## config.mk

```make
export PLATFORM = sky130hd
export DESIGN_NAME = demand_paging_mmu_fifo
export DESIGN_NICKNAME = d
export VERILOG_FILES = /design/src/rtl/dpm_pkg.sv /design/src/rtl/dpm_table.sv /design/src/rtl/demand_paging_mmu_fifo.sv
export SDC_FILE = /design/constraint.sdc
export NUM_CORES = 2
export LEC_CHECK = 0
export ABC_AREA = 1
export BUFFER_PORTS_ARGS = -buffer_cell sky130_fd_sc_hd__buf_2
export CORE_MARGIN = 8
export CORE_UTILIZATION = 27
export CTS_BUF_LIST = sky130_fd_sc_hd__clkbuf_16
export DETAILED_ROUTE_END_ITERATION = 7
export GPL_ROUTABILITY_DRIVEN = 1
export PLACE_DENSITY = 0.49
export SYNTH_ARGS = -nofsm -noshare
export SYNTH_HDL_FRONTEND = slang
export SYNTH_SLANG_ARGS = --single-unit
```

## constraint.sdc

```tcl
create_clock -name clk -period 13.8 [get_ports clk]
set_clock_uncertainty 0.1 [all_clocks]
set_input_delay 2.76 -clock clk [delete_from_list [all_inputs] [get_ports clk]]
set_output_delay 2.76 -clock clk [all_outputs]
set_load 0.05 [all_outputs]
```

## src/rtl/dpm_pkg.sv

```systemverilog
// ----------------------------------------------------------------------------
// dpm_pkg: shared definitions for the demand paging MMU
// Field widths, frame limits, sequencer states and the page table write
// command used by the top level and the page table store.
// ----------------------------------------------------------------------------
package dpm_pkg;

  localparam int VA_W       = 16;
  localparam int PID_W      = 4;
  localparam int VPN_W      = 4;
  localparam int OFF_W      = 10;
  localparam int FRAME_W    = 3;
  localparam int PA_W       = 16;
  localparam int IDX_W      = PID_W + VPN_W;
  localparam int TABLE_SIZE = 1 << IDX_W;
  localparam int S_TDATA_W  = 24;
  localparam int M_TDATA_W  = 32;

  localparam logic [FRAME_W-1:0] FIRST_FRAME = 3'd3;
  localparam logic [FRAME_W-1:0] LAST_FRAME  = 3'd7;
  localparam logic [FRAME_W-1:0] PTR_RESET   = 3'd2;

  typedef enum logic [2:0] {
    ST_IDLE,
    ST_READ,
    ST_SCAN,
    ST_DRAIN,
    ST_MAP,
    ST_FINISH
  } state_t;

  typedef struct packed {
    logic               en;
    logic [IDX_W-1:0]   addr;
    logic               valid;
    logic [FRAME_W-1:0] frame;
  } tbl_wr_t;

  function automatic logic [FRAME_W-1:0] next_frame(input logic [FRAME_W-1:0] ptr);
    logic [FRAME_W-1:0] nxt;
    nxt = (ptr >= LAST_FRAME) ? FIRST_FRAME : ptr + 3'd1;
    return nxt;
  endfunction

endpackage

```

## src/rtl/dpm_table.sv

```systemverilog
// ----------------------------------------------------------------------------
// dpm_table: page table store
// Frame numbers live in a memory with one read port and one write port and registered read data.
// Valid bits are flip-flops that reset clears at once.
// ----------------------------------------------------------------------------
module dpm_table (
  input  logic                          clk,
  input  logic                          rst,
  input  logic [dpm_pkg::IDX_W-1:0]     rd_addr,
  input  dpm_pkg::tbl_wr_t              wr,
  output logic                          rd_valid,
  output logic [dpm_pkg::FRAME_W-1:0]   rd_frame
);

  logic [dpm_pkg::FRAME_W-1:0] mem [dpm_pkg::TABLE_SIZE];
  logic [dpm_pkg::TABLE_SIZE-1:0] valid;

  always_ff @(posedge clk) begin
    if (wr.en && wr.valid) begin
      mem[wr.addr] <= wr.frame;
    end
    rd_frame <= mem[rd_addr];
  end

  always_ff @(posedge clk) begin
    if (rst) begin
      valid    <= '0;
      rd_valid <= 1'b0;
    end else begin
      if (wr.en) begin
        valid[wr.addr] <= wr.valid;
      end
      rd_valid <= valid[rd_addr];
    end
  end

endmodule

```

## src/rtl/demand_paging_mmu_fifo.sv

```systemverilog
// ----------------------------------------------------------------------------
// demand_paging_mmu_fifo: demand paging MMU with FIFO frame replacement
// Translates user addresses through per-process page tables and evicts
// frames 3 to 7 in FIFO order on a page fault.
// ----------------------------------------------------------------------------
// The block takes one transaction at a time. A kernel transaction goes from
// ST_IDLE to ST_FINISH, and a hit passes through ST_READ on the way. A page
// fault passes through ST_READ and ST_MAP when process_count is zero, and
// through ST_READ, ST_SCAN, ST_DRAIN and ST_MAP otherwise, because one
// comparator walks the page tables of processes 1 to process_count through
// the read port of the table memory, one entry per cycle. Every mapped entry
// is accessed and marked modified, so writeback_needed means "a victim was found".
module demand_paging_mmu_fifo (
  input  logic                            clk,
  input  logic                            rst,
  input  logic                            cfg_we,
  input  logic [3:0]                      cfg_wdata,      // process_count
  input  logic                            s_axis_tvalid,
  output logic                            s_axis_tready,
  input  logic [dpm_pkg::S_TDATA_W-1:0]   s_axis_tdata,   // virtual_address, process_id
  input  logic                            s_axis_tuser,   // kernel_access
  output logic                            m_axis_tvalid,
  input  logic                            m_axis_tready,
  output logic [dpm_pkg::M_TDATA_W-1:0]   m_axis_tdata,   // physical_address, load_frame,
                                                          // load_page, writeback_needed,
                                                          // victim_process, victim_page
  output logic                            m_axis_tuser    // page_fault
);

  dpm_pkg::state_t state, state_next;

  logic [3:0]                      pcount;
  logic [dpm_pkg::FRAME_W-1:0]     ptr;
  logic [dpm_pkg::VA_W-1:0]        va;
  logic [dpm_pkg::PID_W-1:0]       pid;
  logic                            kern;
  logic [dpm_pkg::FRAME_W-1:0]     frame;
  logic                            fault;
  logic [dpm_pkg::IDX_W-1:0]       scan_idx;
  logic [dpm_pkg::IDX_W-1:0]       cmp_idx;
  logic                            cmp_en;
  logic                            found;
  logic [dpm_pkg::PID_W-1:0]       vproc;
  logic [dpm_pkg::VPN_W-1:0]       vpage;

  logic                            accept;
  logic                            load_out;
  logic                            cmp_hit;
  logic [dpm_pkg::IDX_W-1:0]       rd_addr;
  logic [dpm_pkg::IDX_W-1:0]       slot;
  logic [dpm_pkg::IDX_W-1:0]       scan_last;
  logic [dpm_pkg::VPN_W-1:0]       vpn;
  logic                            rd_valid;
  logic [dpm_pkg::FRAME_W-1:0]     rd_frame;
  dpm_pkg::tbl_wr_t                tbl_wr;
  logic [dpm_pkg::PA_W-1:0]        pa;

  assign accept    = s_axis_tvalid && s_axis_tready;
  assign vpn       = va[dpm_pkg::OFF_W +: dpm_pkg::VPN_W];
  assign slot      = {pid, vpn};
  assign scan_last = {pcount, {dpm_pkg::VPN_W{1'b1}}};
  assign cmp_hit   = cmp_en && rd_valid && (rd_frame == frame);

  dpm_table u_table (
    .clk      (clk),
    .rst      (rst),
    .rd_addr  (rd_addr),
    .wr       (tbl_wr),
    .rd_valid (rd_valid),
    .rd_frame (rd_frame)
  );

  always_comb begin
    state_next = state;
    unique case (state)
      dpm_pkg::ST_IDLE: begin
        if (accept) begin
          state_next = s_axis_tuser ? dpm_pkg::ST_FINISH : dpm_pkg::ST_READ;
        end
      end
      dpm_pkg::ST_READ: begin
        if (rd_valid) begin
          state_next = dpm_pkg::ST_FINISH;
        end else if (pcount == 4'd0) begin
          state_next = dpm_pkg::ST_MAP;
        end else begin
          state_next = dpm_pkg::ST_SCAN;
        end
      end
      dpm_pkg::ST_SCAN: begin
        if (scan_idx == scan_last) begin
          state_next = dpm_pkg::ST_DRAIN;
        end
      end
      dpm_pkg::ST_DRAIN:  state_next = dpm_pkg::ST_MAP;
      dpm_pkg::ST_MAP:    state_next = dpm_pkg::ST_FINISH;
      dpm_pkg::ST_FINISH: begin
        if (load_out) begin
          state_next = dpm_pkg::ST_IDLE;
        end
      end
      default: state_next = dpm_pkg::ST_IDLE;
    endcase
  end

  always_comb begin
    s_axis_tready = (state == dpm_pkg::ST_IDLE);
    load_out      = (state == dpm_pkg::ST_FINISH) && (!m_axis_tvalid || m_axis_tready);
    rd_addr       = (state == dpm_pkg::ST_SCAN) ? scan_idx
                  : {s_axis_tdata[dpm_pkg::VA_W +: dpm_pkg::PID_W],
                     s_axis_tdata[dpm_pkg::OFF_W +: dpm_pkg::VPN_W]};
    tbl_wr        = '0;
    if (state == dpm_pkg::ST_MAP) begin
      tbl_wr.en    = 1'b1;
      tbl_wr.addr  = slot;
      tbl_wr.valid = 1'b1;
      tbl_wr.frame = frame;
    end else if (cmp_hit) begin
      tbl_wr.en    = 1'b1;
      tbl_wr.addr  = cmp_idx;
      tbl_wr.valid = 1'b0;
      tbl_wr.frame = frame;
    end
  end

  always_ff @(posedge clk) begin
    if (rst) begin
      state  <= dpm_pkg::ST_IDLE;
      pcount <= 4'd0;
      ptr    <= dpm_pkg::PTR_RESET;
      cmp_en <= 1'b0;
      found  <= 1'b0;
      fault  <= 1'b0;
    end else begin
      state  <= state_next;
      cmp_en <= (state == dpm_pkg::ST_SCAN);
      if (cfg_we) begin
        pcount <= cfg_wdata;
      end
      if (accept) begin
        found <= 1'b0;
        fault <= 1'b0;
      end
      if (state == dpm_pkg::ST_READ && !rd_valid) begin
        ptr   <= dpm_pkg::next_frame(ptr);
        fault <= 1'b1;
      end
      if (cmp_hit && !found) begin
        found <= 1'b1;
      end
    end
  end

  always_ff @(posedge clk) begin
    if (accept) begin
      va    <= s_axis_tdata[dpm_pkg::VA_W-1:0];
      pid   <= s_axis_tdata[dpm_pkg::VA_W +: dpm_pkg::PID_W];
      kern  <= s_axis_tuser;
      vproc <= '0;
      vpage <= '0;
    end
    if (state == dpm_pkg::ST_READ) begin
      frame    <= rd_valid ? rd_frame : dpm_pkg::next_frame(ptr);
      scan_idx <= {{(dpm_pkg::PID_W-1){1'b0}}, 1'b1, {dpm_pkg::VPN_W{1'b0}}};
    end
    if (state == dpm_pkg::ST_SCAN) begin
      scan_idx <= scan_idx + 8'd1;
      cmp_idx  <= scan_idx;
    end
    if (cmp_hit && !found) begin
      vproc <= cmp_idx[dpm_pkg::IDX_W-1 -: dpm_pkg::PID_W];
      vpage <= cmp_idx[dpm_pkg::VPN_W-1:0];
    end
  end

  assign pa = kern ? va : {3'b000, frame, va[dpm_pkg::OFF_W-1:0]};

  always_ff @(posedge clk) begin
    if (rst) begin
      m_axis_tvalid <= 1'b0;
    end else if (load_out) begin
      m_axis_tvalid <= 1'b1;
    end else if (m_axis_tready) begin
      m_axis_tvalid <= 1'b0;
    end
  end

  always_ff @(posedge clk) begin
    if (load_out) begin
      m_axis_tuser <= fault;
      m_axis_tdata <= {vpage, vproc, found,
                       fault ? vpn : 4'd0,
                       fault ? frame : 3'd0,
                       pa};
    end
  end

  a_ptr_range: assert property (@(posedge clk) disable iff (rst)
    ptr >= dpm_pkg::PTR_RESET && ptr <= dpm_pkg::LAST_FRAME)
    else $error("FIFO pointer left the frame range.");

  a_scan_skips_p0: assert property (@(posedge clk) disable iff (rst)
    state == dpm_pkg::ST_SCAN |-> scan_idx[dpm_pkg::IDX_W-1 -: dpm_pkg::PID_W] != 4'd0)
    else $error("Eviction scan reached the table of process zero.");

  a_map_frame: assert property (@(posedge clk) disable iff (rst)
    tbl_wr.en && tbl_wr.valid |-> tbl_wr.frame >= dpm_pkg::FIRST_FRAME)
    else $error("A page was mapped to a reserved frame.");

  a_hit_clean: assert property (@(posedge clk) disable iff (rst)
    m_axis_tvalid && !m_axis_tuser |-> m_axis_tdata[31:16] == 16'd0)
    else $error("A transaction without a fault reports load or victim fields.");

endmodule

```

==> reports/summary.txt <==
status: complete, no violations
Reg power frac: 42.3%
clock latency on the worst-skew pair: 0.74 ns
Pre-Repair DR Iteration Count: 6
via count: 36100
# setup viols final: 0
Post-synth EDFFs: 849
CTS sink cnt: 1123
CTS clk-pin slew, worst paths: 0.06 ns
peak supply drop: 0.000125 V
syn_area_per_cell: 9.51 sq um
TritonCTS Buffers: 131
Syn Inst Count: 5229
#FFs+latches synth: 1123
worst hold start: va[2]
Placed Instance Area: 51900 sq um
GRT overflow: 0
Remaining DRCs: 0
Max Root-Sink Buffers: 3
root buffer cell: clkbuf_16
RD Place Congestion: 0.778
Synth Warn #: 0
number of global-route vias before repair: 35100
Fmax: 154 MHz
Post-CTS Setup Repair Bufs: 0
Clk pwr share: 35.4%
Global Route Usage Sum: 14.0%
area delta synth->final: 12.7%
layout cells sized above 1: 7.36%
sequential cell area fraction in the yosys report: 62.3%
Std-Cell Rows: 157
internal power: 6300 uW
syn_nets: 5266
Final min period: 6.50 ns
P_sw: 3080 uW
Power Dens Cells: 167 nW/um^2
R2R Path Start: state[2]
drt wl/cell: 18.8 microns
HP Class: flip-flop to flip-flop
fin crit share: 47.1%
share of the synthesized area in the top cell type: 51.3%
Initial Utilization: 27.2%
Final ANT Viol Nets: 0
post-synth top area cell: edfxtp_1
CP endpoint kind: flip-flop
CP startpoint: s_axis_tdata[10]
RSZ-0062 raised after global routing: false
Die H: 445 microns
port bufs: 64
Final HPWL DP: 78800 microns
Yosys cell types: 40
first-pass GRT wire length: 216000 microns
Iter 0 DRT Violations: 2840
CP Max Fanout: 175
Die ar.: 198000 sq um
commonest non-fill, non-tap cell in the layout: nand2_1
max-slew violations: 0
max-cap violations: 0
total negative setup slack: 0 ns
final instance area: 56100 sq um
Fin. Hold Viols: 0
sw frac: 32.9%
vias per cell: 4.71
largest net degree at the start of global routing: 185
asr flop ratio synth: 0%
post-synthesis cell area: 49700 sq um
CP arrival: 7.04 ns
Die Width: 445 microns
slew of the pin with the lowest slew margin: 1.19 ns
most frequent cells in the layout: 1262 x nand2_1, 939 x nand3_1, 849 x edfxtp_1
post_cts resized: 0
Setup CP Type: primary input to flip-flop
hold-fix buffers at CTS: 0
ys flop type: edfxtp_1
Core Region: 183000 sq um
Worst EP required: 14.34 ns
Worst slew margin: 20.6%
CTS tree: built
static leakage: 0.0215 uW
initial antenna violation count: 4
fin nets: 5137
most area-consuming cells after synthesis: edfxtp_1 51%, dfxtp_1 11%, nand2_1 9.5%, nand3_1 9.5%, inv_1 4.0%
drt total wl: 144000 microns
I/O pins: 69
crit path launch type: primary input
H-tree depth: 4
Logic pwr share: 22.2%
## metal layers
metal / track usage (%) / vias up / wire, microns
met2: 23.4 / 940 / 67700
met1: 18.7 / 17600 / 64600
met5: 0 / - / 0
met4: 4.59 / 0 / 4220
li1: - / 17400 / -
met3: 2.22 / 231 / 7940
## stage by stage
stage          total power (uW)  util [%]  instances  hold WS [ns]  setup slack (ns)
3_3_place_gp               6130      28.4       7431         0.301              6.72
3_5_place_dp               6140      28.4       7431         0.305              6.73
6_report                   9380      30.6       7671         0.307              7.30
2_1_floorplan              5420         -       5229         0.300              5.36
5_1_grt                    9760      30.6       7671         0.317              7.27
4_1_cts                    9470      30.6       7669         0.310              7.53
## final timing paths
kind / endpoint / slack [ns] / depth (start not counted)
worst max register to register: u_table.rd_valid / 8.37 / 17
worst min register to register: m_axis_tdata[2] / 0.31 / 0
worst max-delay path: u_table.rd_valid / 7.30 / 17
worst min-delay path: m_axis_tdata[2] / 0.31 / 0
## cell usage after synthesis (all sizes together) (2+ instances only)
cell type and number:
o22ai 13, edfxtp 849, buf 267, nand2 1277, o21ai 286, nor2 174, xor2 3, nor3 6
nor4 2, a311oi 2, dfxtp 274, o21bai 26, a21oi 328, inv 548, a211oi 2, o211ai 47
nand3b 58, nand3 940, clkbuf 118, ha 3
## cells by family after synthesis
logic type,count (synthesis),share of synthesized area [%]
buffers and inverters,933,7.99
flip-flops,1123,62.3
XOR/XNOR,3,0.0528
AND/OR/NAND/NOR,2460,22.0
AO/OA/AOI/OAI,707,7.61
adder cells (fa/ha/maj),3,0.0755
## worst max-delay path, stage by stage
cell      delay [ns]
buf_2           0.09
inv_1           0.04
nand2_2         0.05
buf_4           0.50
nand2_4         0.22
clkinv_8        0.55
buf_4           0.92
nand2_1         0.10
nand2_1         0.09
nand2_1         0.05
nand3_1         0.11
nand3_1         0.14
nand3_1         0.15
nand3_1         0.20
nand3_1         0.18
nand3_1         0.23
a21oi_1         0.27
## registers in the layout, indices dropped and copies added (netlist names), 4 cells and up
signal / flops
u_table.mem: 768
u_table.valid: 256
m_axis_tdata: 32
va: 16
cmp_idx: 8
scan_idx: 8
pcount: 4
pid: 4
vpage: 4
vproc: 4
## power groups by stage
| stage | combinational (uW) | clock [uW] | sequential (uW) |
|---|---|---|---|
| 6_report | 2090 | 3320 | 3970 |
| 4_1_cts | 2100 | 3400 | 3970 |
| 5_1_grt | 2260 | 3520 | 3980 |
| 2_1_floorplan | 1290 | 0 | 4130 |
| 3_3_place_gp | 2090 | 0 | 4040 |
| 3_5_place_dp | 2100 | 0 | 4040 |
## area by class of cell
| cell class | instances | area, sq um |
|---|---|---|
| clock buffers | 136 | 3400 |
| fillers | 19200 | 127000 |
| multi-input cells | 3173 | 14900 |
| diodes | 2 | 5.00 |
| flip-flops and latches | 1123 | 31000 |
| well taps | 2464 | 3080 |
| inverters | 548 | 2070 |
| clock inverters | 102 | 708 |
| repair buffers | 123 | 861 |
Note: power is estimated with default switching activity, not from simulation.
